$ cat src/hw/rtl/aat_pkg.sv
package aat_pkg;

    // Datapath operations issued by the controller, one per cycle.
    typedef enum logic [3:0] {
        OP_NONE,
        OP_LOAD,
        OP_BKT_RD,
        OP_BKT_LATCH,
        OP_ENT_RD,
        OP_ADD_POP,
        OP_ADD_LINK,
        OP_STALE_A,
        OP_STALE_B,
        OP_ADVANCE,
        OP_MATCH_A,
        OP_MATCH_B,
        OP_MATCH_C,
        OP_REFRESH,
        OP_BKT_WR,
        OP_RESULT
    } dp_op_t;

    typedef struct packed {
        dp_op_t op;
        logic   ok;
    } dp_cmd_t;

    typedef struct packed {
        logic clearing;
        logic hash_done;
        logic is_find;
        logic fh_valid;
        logic e_valid;
        logic steps_ok;
        logic stale;
        logic match;
        logic nx_valid;
        logic out_free;
    } dp_status_t;

endpackage

$ cat src/hw/rtl/aat_ctrl.sv
module aat_ctrl (
    input  logic                clk,
    input  logic                rst_n,
    input  logic                in_valid,
    output logic                in_ready,
    input  aat_pkg::dp_status_t status,
    output aat_pkg::dp_cmd_t    cmd
);
    import aat_pkg::*;

    typedef enum logic [4:0] {
        S_IDLE, S_HASH, S_BKT_RD, S_BKT_LATCH, S_ADD_RD, S_ADD_POP, S_ADD_LINK,
        S_WALK, S_EVAL, S_STALE_A, S_STALE_B, S_MATCH_A, S_MATCH_B, S_MATCH_C,
        S_REFRESH, S_BKT_WR, S_RESULT
    } state_t;

    state_t state_reg, state_next;
    logic   ok_reg, ok_next;

    always_comb
    begin
        state_next = state_reg;
        ok_next = ok_reg;
        in_ready = 1'b0;
        cmd.op = OP_NONE;
        cmd.ok = ok_reg;
        unique case (state_reg)
            S_IDLE:
            begin
                in_ready = !status.clearing;
                if (in_valid && !status.clearing)
                begin
                    cmd.op = OP_LOAD;
                    state_next = S_HASH;
                end
            end
            S_HASH:
                if (status.hash_done)
                    state_next = S_BKT_RD;
            S_BKT_RD:
            begin
                cmd.op = OP_BKT_RD;
                state_next = S_BKT_LATCH;
            end
            S_BKT_LATCH:
            begin
                cmd.op = OP_BKT_LATCH;
                ok_next = 1'b0;
                if (status.is_find)
                    state_next = S_WALK;
                else if (status.fh_valid)
                    state_next = S_ADD_RD;
                else
                    state_next = S_RESULT;
            end
            S_ADD_RD:
            begin
                cmd.op = OP_ENT_RD;
                state_next = S_ADD_POP;
            end
            S_ADD_POP:
            begin
                cmd.op = OP_ADD_POP;
                state_next = S_ADD_LINK;
            end
            S_ADD_LINK:
            begin
                cmd.op = OP_ADD_LINK;
                ok_next = 1'b1;
                state_next = S_BKT_WR;
            end
            S_WALK:
                if (status.e_valid && status.steps_ok)
                begin
                    cmd.op = OP_ENT_RD;
                    state_next = S_EVAL;
                end
                else
                    state_next = S_BKT_WR;
            S_EVAL:
                if (status.stale)
                    state_next = S_STALE_A;
                else if (status.match)
                    state_next = status.nx_valid ? S_MATCH_A : S_REFRESH;
                else
                begin
                    cmd.op = OP_ADVANCE;
                    state_next = S_WALK;
                end
            S_STALE_A:
            begin
                cmd.op = OP_STALE_A;
                state_next = S_STALE_B;
            end
            S_STALE_B:
            begin
                cmd.op = OP_STALE_B;
                state_next = S_WALK;
            end
            S_MATCH_A:
            begin
                cmd.op = OP_MATCH_A;
                state_next = S_MATCH_B;
            end
            S_MATCH_B:
            begin
                cmd.op = OP_MATCH_B;
                state_next = S_MATCH_C;
            end
            S_MATCH_C:
            begin
                cmd.op = OP_MATCH_C;
                state_next = S_REFRESH;
            end
            S_REFRESH:
            begin
                cmd.op = OP_REFRESH;
                ok_next = 1'b1;
                state_next = S_BKT_WR;
            end
            S_BKT_WR:
            begin
                cmd.op = OP_BKT_WR;
                state_next = S_RESULT;
            end
            S_RESULT:
                if (status.out_free)
                begin
                    cmd.op = OP_RESULT;
                    state_next = S_IDLE;
                end
            default:
                state_next = S_IDLE;
        endcase
    end

    always_ff @(posedge clk or negedge rst_n)
    begin
        if (!rst_n)
        begin
            state_reg <= S_IDLE;
            ok_reg    <= 1'b0;
        end
        else
        begin
            state_reg <= state_next;
            ok_reg    <= ok_next;
        end
    end

`ifndef SYNTHESIS
    a_ready_idle: assert property (@(posedge clk) disable iff (!rst_n)
        in_ready |-> state_reg == S_IDLE && !status.clearing)
        else $error("ready outside idle");
    a_eval_after_read: assert property (@(posedge clk) disable iff (!rst_n)
        state_reg == S_EVAL |-> $past(cmd.op) == OP_ENT_RD)
        else $error("entry evaluated without a read");
    a_pop_after_read: assert property (@(posedge clk) disable iff (!rst_n)
        cmd.op == OP_ADD_POP |-> $past(cmd.op) == OP_ENT_RD)
        else $error("free list popped without link read");
`endif
endmodule

$ cat config.mk
export PLATFORM = sky130hd
export DESIGN_NAME = aat_ctrl
export DESIGN_NICKNAME = d
export VERILOG_FILES = /design/src/hw/rtl/aat_pkg.sv /design/src/hw/rtl/aat_ctrl.sv
export SDC_FILE = /design/constraint.sdc
export NUM_CORES = 1
export LEC_CHECK = 0
export BUFFER_PORTS_ARGS = -buffer_cell sky130_fd_sc_hd__buf_2
export CORE_MARGIN = 2
export CORE_UTILIZATION = 25
export DETAILED_ROUTE_END_ITERATION = 6
export REMOVE_ABC_BUFFERS = 1
export SKIP_LAST_GASP = 1
export SYNTH_ARGS = -nofsm -noshare
export SYNTH_HDL_FRONTEND = slang
export SYNTH_SLANG_ARGS = --single-unit
$ cat constraint.sdc
create_clock -name clk -period 2.4 [get_ports clk]
set_input_delay 0.72 -clock clk [delete_from_list [all_inputs] [get_ports clk]]
set_output_delay 0.72 -clock clk [all_outputs]
set_load 0.01 [all_outputs]
==> metrics.cfg, run 1 <==
[outcome]
status = finished, violations left
violations = setup timing

[finish]
largest_reg_flops = 5
final_cell_area_um2 = 851
synthToLayoutAreaGrowth_pct = 35.7
layout-drive-gt1-share_pct = 39.3
num-fill-cells = 271
n_antenna_cell = 0
nets = 127
instances_no_fill = 142

[hold_path]
hold_path_class = in2async

[sta]
fin_ws_ns = -0.0563
final-setup-viol-count = 2
hold_viol = 0
finalClockSkew_ns = 0.00702
worst_pin_slew_ns = 0.330
tns_ns = -0.0790
finalMaxSlewViolations = 0
fin_crit_sh_pct = 102
rsz0062_at_grt = true
fmax_mhz = 407
slew_headroom_pct = 77.9
holdWs_ns = 0.283
period_minus_slack_ns = 2.46

[power]
combPwrFrac_pct = 75.4
seq_power_share_pct = 16.3
switching_share_pct = 48.0
p_sw_mw = 0.573
p_int_mw = 0.620
clkPwrFrac_pct = 8.3
p_leak_nw = 0.370
irDropWorstVdd_mv = 0.501
powerDensity_nw_per_um2 = 1400

[die]
core_area_um2 = 2430
die_area_um2 = 2920
rows = 18
die_w_um = 54.1
ios = 19
fp.dieH_um = 54.1
start_util_pct = 25.8

[route]
drc = 0
vias_per_cell = 5.32
vias = 756
first_pass_iters = 5
drt-initial-drc-count = 28
ant_nets = 0
wire_per_inst_um = 13.7
wirelength_mm = 1.95

[setup_path]
r2r_end = state_reg[1]
required_ns = 1.68
crit_fanout = 4
path_delay_family = simple AND/OR/NAND/NOR gates
r2r_cells = 6
reg2reg_from = state_reg[0]
worstPathCellList = or2_4 > or4_4 > o221ai_2 > buf_2
crit_type = reg2out
slowest_stage = or4_4
regToRegSetupSlack_ns = 0.78
cp-end-kind = primary output
start_kind = register
max_stage_delay_ns = 0.51
crit_buf_inv = 1
arrival_ns = 1.74

[global_routing]
grt_pass1_wl_mm = 2.99
grt_usage_pct = 14.2
grt-ovfl-total = 0
antenna_found_initial = 0
grt_start_max_net_pins = 17
grt_pass1_vias = 692

[synthesis]
yosysTopAreaCell = dfrtp_1
async_flop_share_pct = 100
synth_top_area_share_pct = 24.0
synth_area_per_cell_um2 = 7.37
seq_area_frac_synth_pct = 24.0
synth_cell_type_count = 38
synth_edf_count = 0
ys_ff_latch = 6
synth_area_um2 = 627
synth_commonest_cells = 11 x a21oi_1, 10 x nor2_1, 8 x nand2_1
syn_inst = 85
synth_area_leaders = dfrtp_1 24%, a21oi_1 8.8%, nor2_1 6.0%, nand2_1 4.8%, o221ai_2 4.8%
synth_most_common_cell = a21oi_1
synthFlopType = dfrtp_1
yosysWarnings = 0

[clocking]
cts.htree.levels = 1
clock_path_buffers = 2
cts.sink_count = 6
cts_buffers = 3
cts_tree = built
path_clk_slew_ns = 0.05
root_buffer = clkbuf_4
clkLatencyLatePin_ns = 0.25
postCtsHoldBufs = 0

[place]
dpl_cell_area_um2 = 785
dpl.hpwl_mm = 1.42
io_buffers = 18
placedCellCount = 135
gp_congestion = 0.848

[job]
drv_cap = 0

==> logic make-up after synthesis <==
kind of cell / after synthesis / synth area share, %
and+or+nand+nor: 37 / 32.3
adders and majority gates: 1 / 1.60
xor gates and xnor gates: 1 / 1.40
DFF: 6 / 24.0
AOI/OAI and AO/OA: 30 / 32.9
buffers and inverters: 10 / 7.78
==> layer usage <==
| layer | routed length (um) | global-route usage (%) | vias to the layer above |
|---|---|---|---|
| met2 | 930 | 24.2 | 28 |
| met4 | 0 | 6.25 | 0 |
| met5 | 0 | 0 | - |
| li1 | - | - | 373 |
| met1 | 909 | 17.7 | 355 |
| met3 | 106 | 1.94 | 0 |
==> area by class of cell <==
class	count	area, um^2	area share [%]
sequential	6	151	17.8
timing repair buffer	31	191	22.5
tap	30	37.5	4.41
clock buffer	3	22.5	2.65
inverter	3	11.3	1.32
multi-input combinational	69	437	51.3
==> worst reg2reg max path, cell delays in order, from the launching register on <==
cell and delay (ns):
dfrtp_1 0.41, buf_4 0.15, buf_4 0.17, nand2_1 0.15, a21oi_1 0.06, or3b_2 0.45, a21oi_1 0.15
==> how the worst max path moves through the flow <==
stage                 start  cells after the start     end
2_1_floorplan  state_reg[1]                      3  cmd[4]
4_1_cts        state_reg[0]                      4  cmd[1]
3_5_place_dp      status[0]                      6  cmd[1]
5_1_grt        state_reg[0]                      4  cmd[1]
6_report       state_reg[0]                      4  cmd[1]
3_3_place_gp      status[0]                      6  cmd[1]
==> placed cells by master (no fill, tap or decap), types with 2 or more instances in the layout <==
cell / instances
nand2_1: 8
o21ai_0: 4
nor2_1: 9
buf_2: 18
nor3_1: 3
buf_4: 12
nor4_1: 2
a31oi_1: 3
clkbuf_4: 3
o221ai_2: 2
inv_2: 2
nand2b_1: 2
a21oi_1: 11
nor2b_1: 2
dfrtp_1: 5
==> repair_timing <==
item | CTS | global route
setup endpoints to repair | 2 | 4
resized for setup | 1 | 4
pin swaps | 1 | 0
buffers inserted | 3 | 1
==> through the flow <==
stage | setup slack, ns | util [%] | power [mW]
final | -0.0563 | 35.0 | 1.19
after global routing | -0.121 | 35.0 | 1.29
after CTS | -0.0705 | 34.4 | 1.16
after detailed placement | -0.0943 | 32.3 | 1.02
after global placement | -0.0552 | 32.3 | 1.02
after floorplan | 0.169 | - | 0.726
==> power by group through the flow <==
stage | combinational (mW) | sequential, mW | clock, mW
floorplan | 0.461 | 0.264 | 0
finish | 0.900 | 0.194 | 0.0986
global route | 0.989 | 0.200 | 0.102
global placement | 0.827 | 0.188 | 0
detailed placement | 0.831 | 0.191 | 0
CTS | 0.874 | 0.190 | 0.0957
No activity file was read; power rests on OpenSTA's default activity.
==> run 2, diff against run 1 <==
--- a/config.mk
+++ b/config.mk
@@ -5,6 +5,7 @@
 export SDC_FILE = /design/constraint.sdc
 export NUM_CORES = 1
 export LEC_CHECK = 0
+export ABC_AREA = 1
 export BUFFER_PORTS_ARGS = -buffer_cell sky130_fd_sc_hd__buf_2
 export CORE_MARGIN = 2
 export CORE_UTILIZATION = 25
==> run 2 against run 1 <==
  * Largest power group unchanged
  * Critical path depth grew 2
  * Synthesized cell count grew 34%
  * Combinational power shrank 8.6%
  * Routed wire length grew 5.4%
  * Clock power shrank 7.9%
  * First-iteration DRC count grew 39%
  * Register-to-register slack gained 0.22 ns
  * The run now ends clean
==> metrics.cfg, run 2 <==
[global_routing]
grt_pass1_wl_mm = 3.35
grt_start_max_net_pins = 11
grt-ovfl-total = 0
grt_usage_pct = 12.8
antenna_found_initial = 0
grt_pass1_vias = 796

[finish]
synthToLayoutAreaGrowth_pct = 23.2
largest_reg_flops = 5
layout-drive-gt1-share_pct = 34.8
final_cell_area_um2 = 877
register_area_um2 = 154
final_common_cell = nand2_1
n_antenna_cell = 0
layout_common_cells = 25 x nand2_1, 19 x nor2_1, 18 x buf_2
nets = 150
multi_input_area_um2 = 490
num-fill-cells = 287

[setup_path]
crit_fanout = 8
required_ns = 1.68
crit_type = reg2out
cp-end-kind = primary output
r2r_end = state_reg[0]
reg2reg_from = state_reg[1]
arrival_ns = 1.62
regToRegSetupSlack_ns = 1.00
start_kind = register
r2r_cells = 8

[route]
wirelength_mm = 2.05
drt-initial-drc-count = 39
vias = 817
wire_per_inst_um = 12.4
drc = 0
vias_per_cell = 4.92
first_pass_iters = 4
ant_nets = 0

[place]
gp_congestion = 0.939
dpl_cell_area_um2 = 838
pre_cts_slack_ns = 0.286
dpl.hpwl_mm = 1.69
io_buffers = 18

[synthesis]
yosysWarnings = 0
synth_cell_type_count = 26
seq_area_frac_synth_pct = 21.1
synth_area_per_cell_um2 = 6.25
syn_inst = 114
synth_area_um2 = 712
async_flop_share_pct = 100
synth_area_leaders = dfrtp_1 21%, nand2_1 14%, nor2_1 11%, nand3_1 7.0%, inv_1 5.3%
synth_most_common_cell = nand2_1
synth_top_area_share_pct = 21.1
synthFlopType = dfrtp_1
synth_edf_count = 0
yosysTopAreaCell = dfrtp_1
ys_ff_latch = 6
synth_commonest_cells = 26 x nand2_1, 20 x nor2_1, 10 x inv_1, 10 x nand3_1

[die]
die_area_um2 = 3290
rows = 19
ios = 19
start_util_pct = 26.0
core_area_um2 = 2730
die_w_um = 57.4
fp.dieH_um = 57.4

[hold_path]
hold_path_class = in2async

[sta]
slew_headroom_pct = 80.1
finalMaxSlewViolations = 0
finalClockSkew_ns = 0.00584
final-setup-viol-count = 0
hold_viol = 0
fin_ws_ns = 0.0613
period_minus_slack_ns = 2.34
fmax_mhz = 428
worst_pin_slew_ns = 0.295
tns_ns = 0
fin_crit_sh_pct = 97.4

[power]
powerDensity_nw_per_um2 = 1330
irDropWorstVdd_mv = 0.382
p_leak_nw = 0.470
p_total_mw = 1.17

[clocking]
cts_buffers = 3
clkLatencyLatePin_ns = 0.24
cts.htree.levels = 1
cts_tree = built
cts.sink_count = 6
clock_path_buffers = 2
path_clk_slew_ns = 0.05
root_buffer = clkbuf_4

[outcome]
status = finished, final reports clean

[job]
drv_cap = 0

[run 2: cell types whose count changed after synthesis, sizes merged, moves of 5 or more]
| cell | before | now |
|---|---|---|
| nand2 | 8 | 26 |
| nand3 | 1 | 15 |
| nor2 | 10 | 24 |
| inv | 3 | 15 |
| a21oi | 11 | 2 |
| nand4 | 0 | 7 |
| clkbuf | 5 | 0 |
[run 2: power breakdown]
part / internal, mW / leakage [nW] / switching (mW)
clock network: 0.0564 / 0.0138 / 0.0344
registers: 0.157 / 0.0707 / 0.0981
logic: 0.311 / 0.385 / 0.512
total: 0.524 / 0.470 / 0.644
[run 2: critical path: stages (launching register included)]
cell	delay, ns
dfrtp_2	0.49
nor2_4	0.27
nand3_1	0.13
o21ai_1	0.19
nor2_1	0.08
nand4_1	0.08
buf_2	0.13
[run 2: per-layer routing]
layer  wire (um)  global-route usage, %  vias to the layer above
li1            -                      -                      420
met1         918                   16.2                      367
met2        1030                   22.1                       30
met3          99                  0.907                        0
met4           0                   5.98                        0
met5           0                      0                        -
[run 2: through the flow]
step	util, %	cells	hold slack [ns]
3_5_place_dp	30.7	162	0.454
2_1_floorplan	-	111	0.424
6_report	32.1	166	0.293
3_3_place_gp	30.7	162	0.449
5_1_grt	32.1	166	0.297
4_1_cts	31.5	165	0.293
[run 2: kinds of logic after synthesis]
family	Yosys count	synth area share, %
AOI/OAI and AO/OA	10	8.09
and+or+nand+nor	80	60.1
buffers and inverters	18	10.7
DFF	6	21.1
[run 2: final cells by class]
cell class                 count  share of cell area, %
timing repair buffer          21                   12.8
tap                           31                   4.42
inverter                      15                   6.70
clock buffer                   3                   2.57
sequential                     6                   17.5
multi-input combinational     90                   55.9
[run 2: repair_timing]
action	CTS	global route
hold buffers	0	0
gates resized for setup	0	5
setup buffers	0	1
setup endpoints to repair	0	4
[run 2: how the worst max path moves through the flow]
stage	slack, ns	start	depth (start not counted)	end
3_5_place_dp	0.29	state_reg[1]	6	cmd[3]
5_1_grt	-0.006	state_reg[1]	6	cmd[4]
2_1_floorplan	0.52	state_reg[1]	5	cmd[3]
3_3_place_gp	0.30	status[0]	6	cmd[3]
4_1_cts	0.02	state_reg[1]	6	cmd[3]
6_report	0.06	state_reg[1]	6	cmd[3]
